## config.mk

```make
export PLATFORM = sky130hd
export DESIGN_NAME = shutter_sequencer_with_lockout
export DESIGN_NICKNAME = d
export VERILOG_FILES = /design/src/design/shutseq_pkg.sv /design/src/design/shutter_sequencer_with_lockout.sv
export SDC_FILE = /design/constraint.sdc
export NUM_CORES = 1
export LEC_CHECK = 0
export BUFFER_PORTS_ARGS = -buffer_cell sky130_fd_sc_hd__buf_2
export CAP_MARGIN = 20
export CELL_PAD_IN_SITES_DETAIL_PLACEMENT = 1
export CELL_PAD_IN_SITES_GLOBAL_PLACEMENT = 1
export CORE_ASPECT_RATIO = 0.5
export CORE_MARGIN = 2
export CORE_UTILIZATION = 34
export CTS_BUF_LIST = sky130_fd_sc_hd__clkbuf_16
export DETAILED_ROUTE_END_ITERATION = 16
export PLACE_DENSITY = 0.77
export SLEW_MARGIN = 40
export SYNTH_ARGS = -nofsm -noshare
export SYNTH_HDL_FRONTEND = slang
export SYNTH_SLANG_ARGS = --single-unit
export TNS_END_PERCENT = 30
```

## constraint.sdc

```tcl
create_clock -name clk -period 1.7 [get_ports clk]
set_input_delay 0.255 -clock clk [delete_from_list [all_inputs] [get_ports clk]]
set_output_delay 0.255 -clock clk [all_outputs]
set_load 0.005 [all_outputs]
```

## src/design/shutseq_pkg.sv

```systemverilog
// Package for the shutter sequencer: event codes, reply status codes,
// register addresses and the result record type. No dependencies.
package shutseq_pkg;

    typedef enum logic [2:0] {
        FUNC_REPORT = 3'd0,
        FUNC_QUIT   = 3'd1,
        FUNC_DATA   = 3'd2,
        FUNC_MANUAL = 3'd3,
        FUNC_TICK   = 3'd4
    } func_t;

    typedef enum logic [1:0] {
        ST_GOOD  = 2'd0,
        ST_RETRY = 2'd1,
        ST_CRIT  = 2'd2
    } status_t;

    localparam logic       REG_POWERUP      = 1'b0;
    localparam logic       REG_FAIL         = 1'b1;
    localparam logic [7:0] POWERUP_RESET    = 8'd15;
    localparam logic [7:0] FAIL_RESET       = 8'd3;

    typedef struct packed {
        logic       watchdog_fired;
        logic       lockout_busy;
        logic       reply_deferred;
        status_t    reply_status;
        logic       reply_valid;
        logic       cmd_open;
        logic       cmd_valid;
    } result_t;

endpackage

```

## src/design/shutter_sequencer_with_lockout.sv

```systemverilog
// Top level of the shutter sequencer with power-up lockout and fail watchdog.
// Depends on shutseq_pkg for event codes, status codes and the result type.
//
//  Channel   Direction  Contents
//  s_axis    in         one event: tuser = kind, tdata = flags
//  m_axis    out        one result per event: command, reply, lockout, watchdog
//  APB       in/out     powerup_seconds at 0x0, fail_seconds at 0x4
//
// Each event is handled in one combinational pass that computes the state
// update and the result; the result is held in an output register.
// A new event is accepted every cycle while the output register is empty or
// being drained, so the input stalls in each cycle the result side holds off.
// Reset clears all state and loads the register defaults; no clearing pass.
module shutter_sequencer_with_lockout
(
    input  logic                      clk,
    input  logic                      rst_n,
    input  logic                      s_tvalid,
    output logic                      s_tready,
    input  logic [7:0]                s_tdata,  // open_flag, auto_mode, is_critical, 5'b0
    input  shutseq_pkg::func_t        s_tuser,  // func
    output logic                      m_tvalid,
    input  logic                      m_tready,
    output logic [7:0]                m_tdata,  // cmd_valid, cmd_open, reply_valid,
                                                // reply_status[1:0], reply_deferred,
                                                // lockout_busy, watchdog_fired
    input  logic                      psel,
    input  logic                      penable,
    input  logic                      pwrite,
    input  logic [2:0]                paddr,
    input  logic [31:0]               pwdata,
    output logic [31:0]               prdata,
    output logic                      pready
);
    import shutseq_pkg::*;

    logic [7:0] powerup_reg;
    logic [7:0] fail_reg;

    logic       reported_reg,     reported_next;
    logic       goal_reg,         goal_next;
    logic       lock_active_reg,  lock_active_next;
    logic [7:0] lock_count_reg,   lock_count_next;
    logic       wd_active_reg,    wd_active_next;
    logic [7:0] wd_count_reg,     wd_count_next;
    logic       pending_reg,      pending_next;

    logic       out_valid_reg;
    result_t    out_reg,          out_next;

    logic       accept;
    logic       open_flag;
    logic       auto_mode;
    logic       is_critical;

    assign open_flag   = s_tdata[0];
    assign auto_mode   = s_tdata[1];
    assign is_critical = s_tdata[2];

    assign s_tready = !out_valid_reg || m_tready;
    assign accept   = s_tvalid && s_tready;
    assign m_tvalid = out_valid_reg;
    assign m_tdata  = out_reg;

    // Configuration port
    assign pready = 1'b1;

    always_comb
    begin
        if (paddr[2] == REG_FAIL)
        begin
            prdata = {24'd0, fail_reg};
        end
        else
        begin
            prdata = {24'd0, powerup_reg};
        end
    end

    always_ff @(posedge clk or negedge rst_n)
    begin
        if (!rst_n)
        begin
            powerup_reg <= POWERUP_RESET;
            fail_reg    <= FAIL_RESET;
        end
        else if (psel && penable && pwrite && pready)
        begin
            if (paddr[2] == REG_FAIL)
            begin
                fail_reg <= pwdata[7:0];
            end
            else
            begin
                powerup_reg <= pwdata[7:0];
            end
        end
    end

    // Event processing. A drive command sets the goal, rearms the watchdog
    // and, when it opens, stops the lockout.
    always_comb
    begin
        reported_next    = reported_reg;
        goal_next        = goal_reg;
        lock_active_next = lock_active_reg;
        lock_count_next  = lock_count_reg;
        wd_active_next   = wd_active_reg;
        wd_count_next    = wd_count_reg;
        pending_next     = pending_reg;
        out_next         = '0;

        case (s_tuser)
            FUNC_REPORT:
            begin
                reported_next  = open_flag;
                wd_active_next = 1'b0;
                if (lock_active_reg)
                begin
                    lock_active_next = 1'b0;
                    lock_count_next  = 8'd0;
                end
                if (pending_reg)
                begin
                    out_next.reply_valid    = 1'b1;
                    out_next.reply_deferred = 1'b1;
                    out_next.reply_status   = (open_flag == goal_reg) ? ST_GOOD : ST_RETRY;
                    pending_next            = 1'b0;
                end
                if (open_flag)
                begin
                    if (!goal_reg)
                    begin
                        // Shutter opened on its own: send it closed again.
                        goal_next          = 1'b0;
                        out_next.cmd_valid = 1'b1;
                        wd_active_next     = 1'b1;
                        wd_count_next      = fail_reg;
                    end
                end
                else
                begin
                    lock_active_next = 1'b1;
                    lock_count_next  = powerup_reg;
                end
            end
            FUNC_QUIT, FUNC_DATA:
            begin
                if ((s_tuser == FUNC_QUIT) ? (auto_mode && reported_reg)
                                           : (is_critical && reported_reg))
                begin
                    goal_next          = 1'b0;
                    out_next.cmd_valid = 1'b1;
                    wd_active_next     = 1'b1;
                    wd_count_next      = fail_reg;
                    pending_next       = 1'b1;
                end
                else if (s_tuser == FUNC_QUIT || is_critical || !auto_mode || reported_reg)
                begin
                    out_next.reply_valid = 1'b1;
                    out_next.reply_status = ST_GOOD;
                end
                else if (lock_active_reg)
                begin
                    out_next.reply_valid  = 1'b1;
                    out_next.reply_status = ST_RETRY;
                end
                else
                begin
                    goal_next          = 1'b1;
                    out_next.cmd_valid = 1'b1;
                    out_next.cmd_open  = 1'b1;
                    wd_active_next     = 1'b1;
                    wd_count_next      = fail_reg;
                    lock_active_next   = 1'b0;
                    pending_next       = 1'b1;
                end
            end
            FUNC_MANUAL:
            begin
                goal_next          = open_flag;
                out_next.cmd_valid = 1'b1;
                out_next.cmd_open  = open_flag;
                wd_active_next     = 1'b1;
                wd_count_next      = fail_reg;
                if (open_flag)
                begin
                    lock_active_next = 1'b0;
                end
            end
            FUNC_TICK:
            begin
                if (lock_active_reg)
                begin
                    if (lock_count_reg <= 8'd1)
                    begin
                        lock_count_next  = 8'd0;
                        lock_active_next = 1'b0;
                    end
                    else
                    begin
                        lock_count_next = lock_count_reg - 8'd1;
                    end
                end
                if (wd_active_reg)
                begin
                    if (wd_count_reg <= 8'd1)
                    begin
                        // Expiry forces a close and rearms, so it repeats
                        // until a position report showing the shutter closed arrives.
                        out_next.watchdog_fired = 1'b1;
                        goal_next               = 1'b0;
                        out_next.cmd_valid      = 1'b1;
                        wd_active_next          = 1'b1;
                        wd_count_next           = fail_reg;
                        if (pending_reg)
                        begin
                            out_next.reply_valid    = 1'b1;
                            out_next.reply_deferred = 1'b1;
                            out_next.reply_status   = ST_CRIT;
                            pending_next            = 1'b0;
                        end
                    end
                    else
                    begin
                        wd_count_next = wd_count_reg - 8'd1;
                    end
                end
            end
            default:
            begin
            end
        endcase

        out_next.lockout_busy = lock_active_next;
    end

    always_ff @(posedge clk or negedge rst_n)
    begin
        if (!rst_n)
        begin
            reported_reg    <= 1'b0;
            goal_reg        <= 1'b0;
            lock_active_reg <= 1'b0;
            lock_count_reg  <= 8'd0;
            wd_active_reg   <= 1'b0;
            wd_count_reg    <= 8'd0;
            pending_reg     <= 1'b0;
            out_valid_reg   <= 1'b0;
        end
        else
        begin
            if (accept)
            begin
                reported_reg    <= reported_next;
                goal_reg        <= goal_next;
                lock_active_reg <= lock_active_next;
                lock_count_reg  <= lock_count_next;
                wd_active_reg   <= wd_active_next;
                wd_count_reg    <= wd_count_next;
                pending_reg     <= pending_next;
                out_valid_reg   <= 1'b1;
            end
            else if (m_tready)
            begin
                out_valid_reg <= 1'b0;
            end
        end
    end

    always_ff @(posedge clk)
    begin
        if (accept)
        begin
            out_reg <= out_next;
        end
    end

endmodule
```

==> metrics.md <==
| Metric | Value |
|---|---|
| Outcome | `finished with violations` |
| Failing checks | `hold timing, setup timing` |
| Slew Limit Headroom | `0.6054` |
| Clock Power Share | `0.215` |
| Min Tclk post-route | `1.870 ns` |
| Dominant cell type by area after synthesis | `dfrtp_1` |
| Net load switching power | `0.001838 W` |
| Least-Margin Pin Slew | `0.5865 ns` |
| Crit path max fanout | `4` |
| Arrival time at the worst endpoint | `2.02 ns` |
| DRT iter0 DRCs | `154` |
| Post-synthesis compound-gate area fraction | `0.1703` |
| Initial core utilization | `0.3519` |
| Fin crit share | `1.100` |
| Xor/xnor cell area share of the yosys netlist | `0.003089` |
| Mapped Area | `2835 sq um` |
| Unrepaired setup endpoints after global routing | `yes` |
| Sequential Area | `1199 sq um` |
| Synth Instances | `280` |
| Register area share after synthesis | `0.4228` |
| Top area cells in the synthesized netlist | `dfrtp_1 28%, mux2_2 9.9%, edfxtp_1 8.5%` |
| Clock root buffer | `clkbuf_16` |
| CTS buffer count | `5` |
| Overall Power | `0.004873 W` |
| Peak VDD IR | `0.6301 mV` |
| Max-cap violations | `0` |
| Post-synth EDFFs | `8` |
| Multi-input logic area | `1674 sq um` |
| Asr flop ratio synth | `0.8261` |
| Vias in the first global route | `2760` |
| Die height | `68.57 um` |
| Layout overhead on the synthesized area | `42.32%` |
| DRC viols | `0` |
| Die Area | `9129 sq um` |
| Hold buffer count at cts | `0` |
| CTS clk-pin slew, worst paths | `0.08 ns` |
| Main synth FF type | `dfrtp_1` |
| Clk_skew | `0.008482 ns` |
| Total GRT Usage | `0.2017` |
| Simple-Gate Fraction of Synth Area | `0.1699` |
| Hold Worst Slack | `-0.007534 ns` |
| Final Core Density | `0.5008` |
| Row count | `23` |
| Setup WS post-layout | `-0.1701 ns` |
| Largest net degree at the start of global routing | `39` |
| Syn. warnings | `0` |
| Hpwl dp | `6.547 mm` |
| Sw Ratio | `0.3771` |
| CTS tree | `yes` |
| Initial antenna violation count | `0` |
| Setup WS pre-CTS | `-0.2320 ns` |
| Fraction of power consumed by combinational cells | `0.443` |
| Mux share of post-synthesis cell area | `0.1112` |
| Htree depth | `2` |
| Power Internal | `0.003035 W` |
| Vias per cell | `5.363` |
| Final setup vio count | `19` |
| Layout cell share with drive strength beyond 1 | `0.5306` |
| Library cells used by synthesis | `63` |
| Via Count | `2703` |
| Worst hold path class | `in -> async` |
| Longest Clk Path Bufs | `2` |
| Worst Path Required | `1.85 ns` |
| Flops & latches, synth | `46` |
| Fin nets | `449` |
| Avg Cell Area, Syn | `10.13 sq um` |
| First-pass GRT wire length | `14.18 mm` |
| Yosys top cell area share | `0.2824` |
| Sequential Power Share | `0.342` |
| Worst Setup Path Type | `reg -> reg` |
| Clk_lat worst skew | `0.30 ns` |
| Main combinational cell family by area after synthesis | `compound AO/OA/AOI/OAI gates` |
| Fmax | `534.7 MHz` |
| Global route overflow | `0` |
| Startpoint types | `flip-flop` |
| FILL cells | `894` |
| Final wirelength | `10.55 mm` |
| I/O Pins | `96` |
| Antenna diodes | `0` |
| Area after DPL | `3527 sq um` |
| Fin area | `4035 sq um` |
| Die Wd | `133.1 um` |
| DR WL/cell | `20.92 um` |
| Reg2reg setup slack | `-0.17 ns` |
| Routed Antenna Nets | `0` |
| Pre-Repair DR Iteration Count | `4` |
| CTS Sinks | `46` |
| Kind of end point of the critical path | `flip-flop` |
| Slew Limit Fails | `0` |
| Synth Area in Adders | `0.02207` |
| Pwr Density | `1208 nW/um^2` |
| Placeable Area | `8058 sq um` |
| P_leak | `1.765 nW` |
| GP Congestion | `0.9114` |
| Port-buffer cells | `39` |
| Hold Fails Final Rpt | `7` |
## routing by layer
metal  up-vias  track usage  routed length (um)
met4         0      0.07979                 418
met5         -            0                   0
met2       123       0.3815                5196
met3        37      0.03655                 633
met1      1344       0.2364                4298
li1       1199            -                   -
## cell usage in the layout, fill, tap and decap left out, drive strengths merged, types with 7 or more instances in the layout
master and n:
edfxtp 8, mux2 28, a31oi 7, a21oi 11, nand3 9, buf 116
nor3 11, inv 12, dfrtp 32, nor2 19, conb 25, o21ai 13
nand2 14
## synthesized netlist by cell type (5+ instances only)
cell type / number
dfrtp_1: 32
buf_4: 25
mux2_2: 25
nor2_1: 18
nand2_1: 13
a21oi_1: 11
inv_1: 11
nor3_1: 10
nand3_1: 9
o21ai_1: 9
edfxtp_1: 8
a31oi_1: 6
clkbuf_1: 6
dfstp_2: 6
ha_1: 5
## layout make-up
cell class | instances | area share
multi-input combinational | 211 | 0.4149
sequential | 46 | 0.2971
timing repair buffer | 116 | 0.2059
tap | 112 | 0.03473
clock buffer | 5 | 0.03101
inverter | 11 | 0.01023
clock inverter | 3 | 0.006202
## critical path: stages, from the launching register on
cell	delay [ns]
dfrtp_1	0.41
or4_4	0.55
nor3_2	0.19
nor2_2	0.07
buf_6	0.13
a221oi_2	0.26
a21oi_1	0.11
## power groups by stage
stage | logic (W) | registers, W | clock network (W)
5_1_grt | 0.00230 | 0.00169 | 0.00110
3_5_place_dp | 0.00162 | 0.00165 | 0
2_1_floorplan | 0.000867 | 0.00161 | 0
4_1_cts | 0.00178 | 0.00164 | 0.00103
6_report | 0.00216 | 0.00167 | 0.00105
3_3_place_gp | 0.00150 | 0.00162 | 0
## cells by family after synthesis
| kind of cell | count (synthesis) |
|---|---|
| muxes | 28 |
| other | 2 |
| adders and majority gates | 5 |
| xor gates and xnor gates | 1 |
| and+or+nand+nor | 86 |
| DFF | 46 |
| buffers and inverters | 46 |
| AOI/OAI and AO/OA | 66 |
## metrics by stage
stage | TNS, ns | std cells
after floorplan | -0.05945 | 303
after global placement | -2.120 | 486
after detailed placement | -3.084 | 486
after CTS | -0.5170 | 498
after global routing | -2.739 | 504
final | -1.400 | 504
## final timing paths
path / end / cells past startpoint / start
worst min-delay path: wd_count_reg[1]$_DFFE_PN0P_ / 2 / rst_n
min in group clk: m_tvalid$_DFFE_PN0P_ / 2 / s_tvalid
worst min register to register: goal_reg$_DFFE_PN0P_ / 1 / goal_reg$_DFFE_PN0P_
worst max-delay path: lock_count_reg[0]$_DFFE_PN0P_ / 6 / lock_count_reg[6]$_DFFE_PN0P_
max in group asynchronous: goal_reg$_DFFE_PN0P_ / 2 / rst_n
worst max register to register: lock_count_reg[0]$_DFFE_PN0P_ / 6 / lock_count_reg[6]$_DFFE_PN0P_
## repair_timing
item                                   CTS  global route
gates resized for setup                 21            39
setup buffers                            4             6
endpoints found under the hold margin    0             0
setup endpoints to repair               23            26
pin swaps                               13            16
Note: power is estimated with default switching activity, not from simulation.
